<file path="config.mk">
export PLATFORM = sky130hd
export DESIGN_NAME = imu_yaw_frame_parser_unwrap_unit
export DESIGN_NICKNAME = d
export VERILOG_FILES = /design/src/sv/imuyaw_pkg.sv /design/src/sv/imu_yaw_frame_parser_unwrap_unit.sv
export SDC_FILE = /design/constraint.sdc
export NUM_CORES = 1
export LEC_CHECK = 0
export ABC_AREA = 1
export BUFFER_PORTS_ARGS = -buffer_cell sky130_fd_sc_hd__clkbuf_2
export CAP_MARGIN = 20
export CORE_MARGIN = 3
export CORE_UTILIZATION = 52
export CTS_BUF_LIST = sky130_fd_sc_hd__clkbuf_16
export DETAILED_ROUTE_END_ITERATION = 7
export HOLD_SLACK_MARGIN = 0.15
export PLACE_DENSITY = 0.84
export SYNTH_ARGS = -nofsm -noshare
export SYNTH_HDL_FRONTEND = slang
export SYNTH_SLANG_ARGS = --single-unit
</file>
<file path="constraint.sdc">
create_clock -name clk -period 6.7 [get_ports clk]
set_clock_uncertainty 0.2 [all_clocks]
set_input_delay 0.67 -clock clk [delete_from_list [all_inputs] [get_ports clk]]
set_output_delay 0.67 -clock clk [all_outputs]
set_load 0.1 [all_outputs]
</file>
<file path="src/sv/imuyaw_pkg.sv">
// Shared types and constants for the IMU yaw frame parser and unwrap unit.
package imuyaw_pkg;

  localparam int unsigned BYTE_W     = 8;
  localparam int unsigned CNT_W      = 4;
  localparam int unsigned ANGLE_W    = 17;
  localparam int unsigned TURN_W     = 32;
  localparam int unsigned UNWRAP_W   = 49;
  localparam int unsigned STATUS_W   = 2;
  localparam int unsigned OUT_DATA_W = 104;

  localparam logic [BYTE_W-1:0]  HEADER_BYTE = 8'h55;
  localparam logic [BYTE_W-1:0]  ANGLE_TYPE  = 8'h53;
  localparam logic [CNT_W-1:0]   POS_TYPE    = 4'd1;
  localparam logic [CNT_W-1:0]   POS_YAW_LO  = 4'd6;
  localparam logic [CNT_W-1:0]   POS_YAW_HI  = 4'd7;
  localparam logic [CNT_W-1:0]   POS_CSUM    = 4'd10;

  // +/-170 degrees in 180/32768 degree units, rounded outward.
  localparam logic signed [ANGLE_W-1:0] EDGE_POS = 17'sd30948;
  localparam logic signed [ANGLE_W-1:0] EDGE_NEG = -17'sd30948;
  localparam logic [15:0]               HALF_TURN = 16'd32768;

  typedef enum logic [STATUS_W-1:0] {
    ST_OK   = 2'd0,
    ST_CSUM = 2'd1,
    ST_TYPE = 2'd2
  } status_t;

endpackage

</file>
<file path="src/sv/imu_yaw_frame_parser_unwrap_unit.sv">
// An accepted byte that closes a frame shows its result after it passes the input
// register and then the result register. Throughput: one byte per cycle while no closing byte stalls.
// The input register holds a byte while the result register is full and not taken;
// bytes that close no frame always drain. Only the frame-closing byte yields a result.
// Reset (rst_n low, synchronous): hunt for header, clear sums, angle and turn count,
// drop any held byte and result.
module imu_yaw_frame_parser_unwrap_unit (
  input  logic                                 clk,
  input  logic                                 rst_n,
  input  logic                                 in_tvalid,
  output logic                                 in_tready,
  input  logic [imuyaw_pkg::BYTE_W-1:0]        in_tdata,   // [7:0] rx_byte
  output logic                                 out_tvalid,
  input  logic                                 out_tready,
  output logic [imuyaw_pkg::OUT_DATA_W-1:0]    out_tdata,  // [16:0] wrapped_angle,
                                                           // [48:17] turn_total,
                                                           // [97:49] unwrapped_angle,
                                                           // [103:98] zero
  output logic [imuyaw_pkg::STATUS_W-1:0]      out_tuser   // [1:0] frame_status
);
  import imuyaw_pkg::*;

  // Input register
  logic                s1_valid_r, s1_valid_nxt;
  logic [BYTE_W-1:0]   s1_byte_r;

  // Parser state
  logic                in_frame_r, in_frame_nxt;
  logic [CNT_W-1:0]    cnt_r, cnt_nxt;
  logic [BYTE_W-1:0]   sum_r, sum_nxt;
  logic [BYTE_W-1:0]   type_r, type_nxt;
  logic [BYTE_W-1:0]   yaw_lo_r, yaw_lo_nxt;
  logic [BYTE_W-1:0]   yaw_hi_r, yaw_hi_nxt;
  logic signed [ANGLE_W-1:0] angle_r, angle_nxt;
  logic [TURN_W-1:0]   turns_r, turns_nxt;

  // Result register
  logic                      out_valid_r, out_valid_nxt;
  status_t                   status_r, status_nxt;
  logic signed [ANGLE_W-1:0] wrapped_r, wrapped_nxt;
  logic [TURN_W-1:0]         turn_out_r, turn_out_nxt;
  logic [UNWRAP_W-1:0]       unwrap_r, unwrap_nxt;

  logic                      closing;
  logic                      out_free;
  logic                      s1_go;
  logic                      still_in_frame;
  logic [15:0]               raw_yaw;
  logic signed [ANGLE_W-1:0] cur_angle;
  logic [UNWRAP_W-1:0]       high_part;

  // A byte that closes a frame needs a free result register; all others pass.
  assign closing   = in_frame_r && (cnt_r == POS_CSUM);
  assign out_free  = !out_valid_r || out_tready;
  assign s1_go     = s1_valid_r && (!closing || out_free);
  assign in_tready = !s1_valid_r || s1_go;

  assign s1_valid_nxt = (in_tvalid && in_tready) ? 1'b1 : (s1_go ? 1'b0 : s1_valid_r);

  // Raw yaw above a half turn goes negative; exactly a half turn stays +180 degrees.
  assign raw_yaw   = {yaw_hi_r, yaw_lo_r};
  assign cur_angle = (raw_yaw > HALF_TURN) ? $signed({1'b1, raw_yaw})
                                           : $signed({1'b0, raw_yaw});

  always_comb begin
    in_frame_nxt = in_frame_r;
    cnt_nxt      = cnt_r;
    sum_nxt      = sum_r;
    type_nxt     = type_r;
    yaw_lo_nxt   = yaw_lo_r;
    yaw_hi_nxt   = yaw_hi_r;
    angle_nxt    = angle_r;
    turns_nxt    = turns_r;
    status_nxt   = status_r;
    still_in_frame = in_frame_r;

    if (s1_go) begin
      if (in_frame_r && !closing) begin
        // Capture the fields of interest and advance the running sum.
        if (cnt_r == POS_TYPE)   type_nxt   = s1_byte_r;
        if (cnt_r == POS_YAW_LO) yaw_lo_nxt = s1_byte_r;
        if (cnt_r == POS_YAW_HI) yaw_hi_nxt = s1_byte_r;
        sum_nxt = sum_r + s1_byte_r;
        cnt_nxt = cnt_r + 1'b1;
      end else if (closing) begin
        in_frame_nxt   = 1'b0;
        still_in_frame = 1'b0;
        cnt_nxt        = '0;
        sum_nxt        = '0;
        if (sum_r != s1_byte_r) begin
          status_nxt = ST_CSUM;
        end else if (type_r != ANGLE_TYPE) begin
          status_nxt = ST_TYPE;
        end else begin
          status_nxt = ST_OK;
          // Count a turn on a jump across the +/-170 degree seam.
          if (angle_r >= EDGE_POS && cur_angle <= EDGE_NEG) begin
            turns_nxt = turns_r + 1'b1;
          end else if (angle_r <= EDGE_NEG && cur_angle >= EDGE_POS) begin
            turns_nxt = turns_r - 1'b1;
          end
          angle_nxt = cur_angle;
        end
      end
      // The closing byte may itself open the next frame.
      if (!still_in_frame && s1_byte_r == HEADER_BYTE) begin
        in_frame_nxt = 1'b1;
        sum_nxt      = HEADER_BYTE;
        cnt_nxt      = POS_TYPE;
      end
    end
  end

  // Unwrapped = angle + turns * 65536: low 16 bits are the angle, the upper
  // part is the turn count plus the angle's sign extension.
  assign high_part = {{(UNWRAP_W-TURN_W-16){turns_nxt[TURN_W-1]}}, turns_nxt, 16'h0000}
                   + {{(UNWRAP_W-ANGLE_W){angle_nxt[ANGLE_W-1]}}, angle_nxt};

  always_comb begin
    out_valid_nxt = out_valid_r;
    wrapped_nxt   = wrapped_r;
    turn_out_nxt  = turn_out_r;
    unwrap_nxt    = unwrap_r;
    if (s1_go && closing) begin
      out_valid_nxt = 1'b1;
      wrapped_nxt   = angle_nxt;
      turn_out_nxt  = turns_nxt;
      unwrap_nxt    = high_part;
    end else if (out_tready) begin
      out_valid_nxt = 1'b0;
    end
  end

  always_ff @(posedge clk) begin
    if (!rst_n) begin
      s1_valid_r  <= 1'b0;
      in_frame_r  <= 1'b0;
      cnt_r       <= '0;
      sum_r       <= '0;
      type_r      <= '0;
      yaw_lo_r    <= '0;
      yaw_hi_r    <= '0;
      angle_r     <= '0;
      turns_r     <= '0;
      out_valid_r <= 1'b0;
      status_r    <= ST_OK;
    end else begin
      s1_valid_r  <= s1_valid_nxt;
      in_frame_r  <= in_frame_nxt;
      cnt_r       <= cnt_nxt;
      sum_r       <= sum_nxt;
      type_r      <= type_nxt;
      yaw_lo_r    <= yaw_lo_nxt;
      yaw_hi_r    <= yaw_hi_nxt;
      angle_r     <= angle_nxt;
      turns_r     <= turns_nxt;
      out_valid_r <= out_valid_nxt;
      status_r    <= status_nxt;
    end
  end

  // Payload registers: no reset needed.
  always_ff @(posedge clk) begin
    if (in_tvalid && in_tready) begin
      s1_byte_r <= in_tdata;
    end
    wrapped_r  <= wrapped_nxt;
    turn_out_r <= turn_out_nxt;
    unwrap_r   <= unwrap_nxt;
  end

  assign out_tvalid = out_valid_r;
  assign out_tuser  = status_r;
  assign out_tdata  = {{(OUT_DATA_W-UNWRAP_W-TURN_W-ANGLE_W){1'b0}},
                       unwrap_r, turn_out_r, wrapped_r};

  // Hold the byte counter inside a frame and at zero while hunting.
  a_cnt_range: assert property (@(posedge clk) disable iff (!rst_n)
    (cnt_r <= POS_CSUM) && (in_frame_r || cnt_r == '0))
    else $error("byte counter out of range");

  // A result appears only after a frame-closing byte moved through.
  a_result_src: assert property (@(posedge clk) disable iff (!rst_n)
    $rose(out_valid_r) |-> $past(s1_go && closing))
    else $error("result without a closing byte");

  // Status code is never the unused value.
  a_status: assert property (@(posedge clk) disable iff (!rst_n)
    out_valid_r |-> (status_r == ST_OK || status_r == ST_CSUM || status_r == ST_TYPE))
    else $error("bad frame status");

  // Unwrapped angle agrees with the wrapped angle in its fractional turn.
  a_unwrap_low: assert property (@(posedge clk) disable iff (!rst_n)
    out_valid_r |-> (unwrap_r[15:0] == wrapped_r[15:0]))
    else $error("unwrapped angle inconsistent");

endmodule
</file>
After elaboration in Yosys (flattened, before gate mapping)
Cells that the tools add are included.
Widths: inputs -> output; s select.
- word-level logic and storage cells: 85
- bits in registers: 196
- bits of input ports: 12
- output and inout bits: 108
- reductions and logical operators: 23
- magnitude comparators: 5
- equal/unequal tests: 7
- mux-type cells: 29
- add/subtract/negate cells: 5
- bitwise logic cells: 1
- operator list (kind ; number):
    $mux 32 ; 7
    $mux 17 ; 6
    $add 48x17->49 ; 1
    $ge 17x16->1 const B ; 2
    $le 17x16->1 const B ; 2
    $add 32x1->32 const B ; 1
    $sub 32x1->32 const B ; 1
    $mux 8 ; 3
    $gt 16x16->1 const B ; 1
    $mux 4 ; 3
    $reduce_and 3->1 ; 4
    $add 8x8->8 ; 1
    $eq 4x3->1 const B ; 2
    $eq 8x7->1 const B ; 1
    $logic_and 1x1->1 ; 8
    $mux 1 ; 8
    $ne 8x7->1 const B ; 1
    $ne 8x8->1 ; 1
    $add 4x1->4 const B ; 1
    $eq 4x1->1 const B ; 1
    $eq 4x4->1 const B ; 1
    $logic_not 1->1 ; 4
    $mux 2 ; 2
    $reduce_bool 2->1 ; 2
    4 further kinds ; 6

Longest topological paths before layout
- word-level depth: 12
- gate-level depth with buffers: 29

Worst setup path before layout
Ideal clock, no wire load.
- kind: reg-to-reg
- from: register out_valid_r, in the netlist out_tvalid
- to: register unwrap_r[46] (data pin)
- period minus slack after synthesis: 5529 ps
- cell stages (with the launch flop): 18
- setup time: 266 ps
- arrival time: 5063 ps
- required time: 6234 ps
- path slack: 1171 ps
- buffers on the path: 1
- cells stage by stage: dfxtp_1 nand2_1 nand3_1 inv_1 and3_1 nand2_4 buf_6 xor2_1 inv_1 ha_1 fa_1 nand3_1 nand2_1 nand2_1 nand3_1 a21oi_1 o221ai_1 xor2_1
- cells in the longest elaborated chain, start to end: 6
- elaborated cells between the ends (all ways): 7
- those cells by class: add/sub (1); mux (2); reduce/logical (4)
- RTL lines (element ; RTL line ; source):
    start: declaration ; imu_yaw_frame_parser_unwrap_unit.sv:38 ; logic out_valid_r, out_valid_nxt;
    start signal: assignment ; imu_yaw_frame_parser_unwrap_unit.sv:157 ; out_valid_r <= out_valid_nxt;
    $logic_not 1->1 ; imu_yaw_frame_parser_unwrap_unit.sv:54 ; assign out_free = !out_valid_r || out_tready;
    $logic_or 1x1->1 ; imu_yaw_frame_parser_unwrap_unit.sv:54 ;
    $logic_or 1x1->1 ; imu_yaw_frame_parser_unwrap_unit.sv:55 ; assign s1_go = s1_valid_r && (!closing || out_free);
    $logic_and 1x1->1 ; imu_yaw_frame_parser_unwrap_unit.sv:55 ;
    $mux 32 ; imu_yaw_frame_parser_unwrap_unit.sv:77 ; if (s1_go) begin
    via turns_nxt[0] ; imu_yaw_frame_parser_unwrap_unit.sv:35 ; logic [TURN_W-1:0] turns_r, turns_nxt;
    $add 48x17->49 ; imu_yaw_frame_parser_unwrap_unit.sv:117 ; + {{(UNWRAP_W-ANGLE_W){angle_nxt[ANGLE_W-1]}}, angle_nxt};
    via high_part[46] ; imu_yaw_frame_parser_unwrap_unit.sv:50 ; logic [UNWRAP_W-1:0] high_part;
    end signal: assignment ; imu_yaw_frame_parser_unwrap_unit.sv:169 ; unwrap_r <= unwrap_nxt;
    end: declaration ; imu_yaw_frame_parser_unwrap_unit.sv:42 ; logic [UNWRAP_W-1:0] unwrap_r, unwrap_nxt;
The timed path passes the listed nets, and every way through them passes these cells.
A chain may end at the register's enable or synchronous reset.

Final worst setup path
- from: register s1_byte_r[4]
- to: register unwrap_r[48] (data pin)
- cells in the longest elaborated chain, start to end: 6
- elaborated cells between the ends (all ways): 10
- those cells by class: add/sub (1); eq/ne (1); mux (8)
- RTL lines (element ; RTL line ; source):
    start: declaration ; imu_yaw_frame_parser_unwrap_unit.sv:25 ; logic [BYTE_W-1:0] s1_byte_r;
    start signal: assignment ; imu_yaw_frame_parser_unwrap_unit.sv:165 ; s1_byte_r <= in_tdata;
    $ne 8x8->1 ; imu_yaw_frame_parser_unwrap_unit.sv:90 ; if (sum_r != s1_byte_r) begin
    $mux 17 ; imu_yaw_frame_parser_unwrap_unit.sv:90 ;
    $mux 17 ; imu_yaw_frame_parser_unwrap_unit.sv:85 ; end else if (closing) begin
    $mux 17 ; imu_yaw_frame_parser_unwrap_unit.sv:78 ; if (in_frame_r && !closing) begin
    $mux 17 ; imu_yaw_frame_parser_unwrap_unit.sv:77 ;
    via angle_nxt[16] ; imu_yaw_frame_parser_unwrap_unit.sv:34 ; logic signed [ANGLE_W-1:0] angle_r, angle_nxt;
    $add 48x17->49 ; imu_yaw_frame_parser_unwrap_unit.sv:117 ;
    via high_part[48] ; imu_yaw_frame_parser_unwrap_unit.sv:50 ;
The timed path passes the listed nets, and every way through them passes these cells.

==> impl_results.md <==
* Vias per inst at about 5.4
* Post-synthesis sequential area ratio at 0.4378
* Hold WC Path Type: in2reg
* Vias in the first global route at 8311
* CP Launch Type: flip-flop
* Final setup fails at 0
* Reg2Reg Capture Point: unwrap_r[48]
* First-pass GRT wire length at 41340 µm
* Peak supply drop at 0.1727 mV
* Worst slew pin tran at about 1000 ps
* Crit end category: flip-flop
* Post-synth EDFFs at 90
* Top Family by Delay on Critical Path: simple AND/OR/NAND/NOR gates
* Die area at 0.02151 mm²
* Largest net degree at the start of global routing at 76
* Worst hold slack at 203.8 ps
* Core Area at 0.01908 mm²
* FF+latch count, synth at 180
* CP bufs+invs at 4
* Most used flip-flop cell after synthesis: edfxtp_1
* # nets final at between 1000 and 1500
* DRC Markers at 0
* Initial Util at 0.5391
* Max transition margin at 0.3223
* Worst EP arrival at 4940 ps
* Total track usage at 0.2336
* Total power at 2.145 mW
* Gr ovfl total at 0
* Clk Latency, worst-skew pair at roughly 440 ps
* PD cells at 186.5 mW/mm²
* Post-CTS repair timing setup buffer count at 0
* Longest Clk Path Bufs at 2
* Worst r2r src: s1_byte_r[4]
* Gates resized, CTS repair at 0
* Mapped Avg Cell Area at just under 8 µm²
* Via count at 9108
* Routed WL per cell at 14.88 µm
* Number of max-cap violations at 0
* Initial antenna violation count at 0
* GPL Wtd Cong at 0.9770
* Die X at 146.7 µm
* CP peak stage delay at 480 ps
* Die height at 146.7 µm
* Number of diodes at 0
* Max Slew Vio Count at 0
* Post-synthesis cell type count at 48
* Antenna-violating nets left at 0
* Number of buffers added on ports at approximately 110
* Critical Path Fanout Max at 34
* Hold Path End: s1_byte_r[0]
* Hpwl dp at 19370 µm
* Hold_buf cts at 0
* Final Util at 0.6027
* Setup TNS at 0 ps
* Most used cell, CP: nand2_1
* Critical Path RT at 6700 ps
* Crit-path slowest cell: edfxtp_1
* Fmax at 202.2 MHz
* Final hold viol count at 0
* Mapped Area at roughly 0.010 mm²
* Run status: completed
* Root Driver: clkbuf_16
* Final period util at 0.7380
* I/O Pins at 120
* Cells on worst reg2reg path at 21
* First-pass DRT Iterations at 6
* Tmin final at approximately 4900 ps
* CTS Sinks at 180
* Wirelength, routed at approximately 25000 µm
* Kind of critical path: reg2reg
* Row Count at 50
* FF-to-FF setup slack at 1760 ps
* WHS Path Cells at 1
* Synth async-reset ratio at 0
* Layout cells sized above 1 at 0.1264
* TritonCTS clock tree: built
* Clk pin slew, worst setup/hold paths at 70 ps
* RSZ-0062 raised after global routing: false
* Area growth syn-to-layout at 11.79%
* Worst path cell trace: ha_1 > inv_1 > nand3_1 > nor3b_1 > nand2_1 > buf_4 > inv_1 > nand2_1 > nand2_1 > buf_4 > ha_1 > a21oi_1 > o21ai_0 > a21oi_1 > nand3_1 > nand2_1 > o211ai_1 > nand2_1 > nand2_1 > nand2_1 > nand2_1
* Static leakage at ~5.7 nW
* Fillers at 1700
* Yosys warns at 0
* Clock buffer count from CTS at 17
* Mapped Cells at 1330
* Iteration-0 DRC Markers at 880
* H-tree level count at 4
* Hold_sp: in_tdata[0]
## through the flow
| step | std cells | cell area [µm²] | setup WS (ps) |
|---|---|---|---|
| 5_1_grt | 1700 | 11500 | 1361 |
| 6_report | 1700 | 11500 | 1755 |
| 3_5_place_dp | 1668 | 10950 | 1919 |
| 4_1_cts | 1700 | 11500 | 1903 |
| 3_3_place_gp | 1668 | 10950 | 2038 |
| 2_1_floorplan | 1335 | 10310 | 1171 |
## worst max-delay path by stage
| stage | cells past startpoint | slack (ps) | endpoint | from |
|---|---|---|---|---|
| after floorplan | 17 | 1170 | unwrap_r[46] | out_tvalid |
| after global placement | 19 | 2040 | unwrap_r[45] | s1_byte_r[4] |
| after detailed placement | 23 | 1920 | unwrap_r[48] | s1_byte_r[4] |
| after CTS | 23 | 1900 | unwrap_r[48] | s1_byte_r[4] |
| after global routing | 23 | 1360 | unwrap_r[48] | s1_byte_r[4] |
| final | 21 | 1760 | unwrap_r[48] | s1_byte_r[4] |
## cell type report
| cell class | instances | area, µm² | area share |
|---|---|---|---|
| Inverter | 170 | 639.4 | 0.05560 |
| Timing Repair Buffer | 118 | 603.1 | 0.05244 |
| Clock buffer | 17 | 425.4 | 0.03699 |
| Sequential cell | 180 | 4504 | 0.3917 |
| Clock inverter | 15 | 122.6 | 0.01066 |
| Multi-Input combinational cell | 940 | 4880 | 0.4243 |
| Tap cell | 260 | 325.3 | 0.02829 |
## where the power goes
part / switching [mW] / internal (mW)
sequential: 0.00801 / 1.15
combinational: 0.0416 / 0.0127
clock: 0.423 / 0.507
## logic make-up (layout without fill, tap and decap cells)
kind of cell               after synthesis  count (layout)  share of synthesized area
and+or+nand+nor                        628             628                     0.2656
other                                    1               6                  0.0003645
xor gates and xnor gates                38              38                    0.03235
DFF                                    180             180                     0.4378
buffers and inverters                  215             320                    0.08964
adders and majority gates               46              46                    0.05741
AOI/OAI and AO/OA                      222             222                     0.1168
## registers in the layout, indices dropped and copies added, names as in the netlist
register and count:
angle_r 17, cnt_r 4, in_frame_r 1, out_tuser 2, out_tvalid 1, s1_byte_r 8
s1_valid_r 1, sum_r 8, turn_out_r 32, turns_r 32, type_r 8, unwrap_r 33
wrapped_r 17, yaw_hi_r 8, yaw_lo_r 8
## layer usage
layer / routed length, µm / GRT usage / vias up
met1: 11200 / 0.3216 / 4125
li1: - / - / 4572
met5: 0 / 0 / -
met3: 1918 / 0.04004 / 49
met4: 523 / 0.07338 / 0
met2: 11650 / 0.3773 / 362
## synth_stat cells (27+ instances only)
cell type	number	area (µm²)
inv_1	167	626.9
dfxtp_1	90	1802
edfxtp_1	90	2703
nand4_1	27	168.9
a21oi_1	91	455.4
nor3_1	29	145.1
nor2_1	159	596.8
ha_1	44	550.5
xor2_1	27	236.5
nand3_1	78	390.4
nand2_1	292	1096
o21ai_0	96	480.5
## cells in the final DEF (no fill, tap or decap), types with 6 or more instances in the layout
cell type / n
nand4_1: 27
xnor2_1: 11
ha_1: 44
nor4_1: 6
o21ai_0: 96
o21ai_1: 6
nor2_2: 9
nor2_1: 159
dfxtp_1: 90
xor2_1: 27
a21oi_1: 91
inv_1: 169
clkbuf_16: 17
edfxtp_1: 90
conb_1: 6
nand2_1: 292
nand3_1: 78
clkbuf_2: 113
nor3_1: 29
a21o_1: 7
Power figures use the tool's default switching activity.
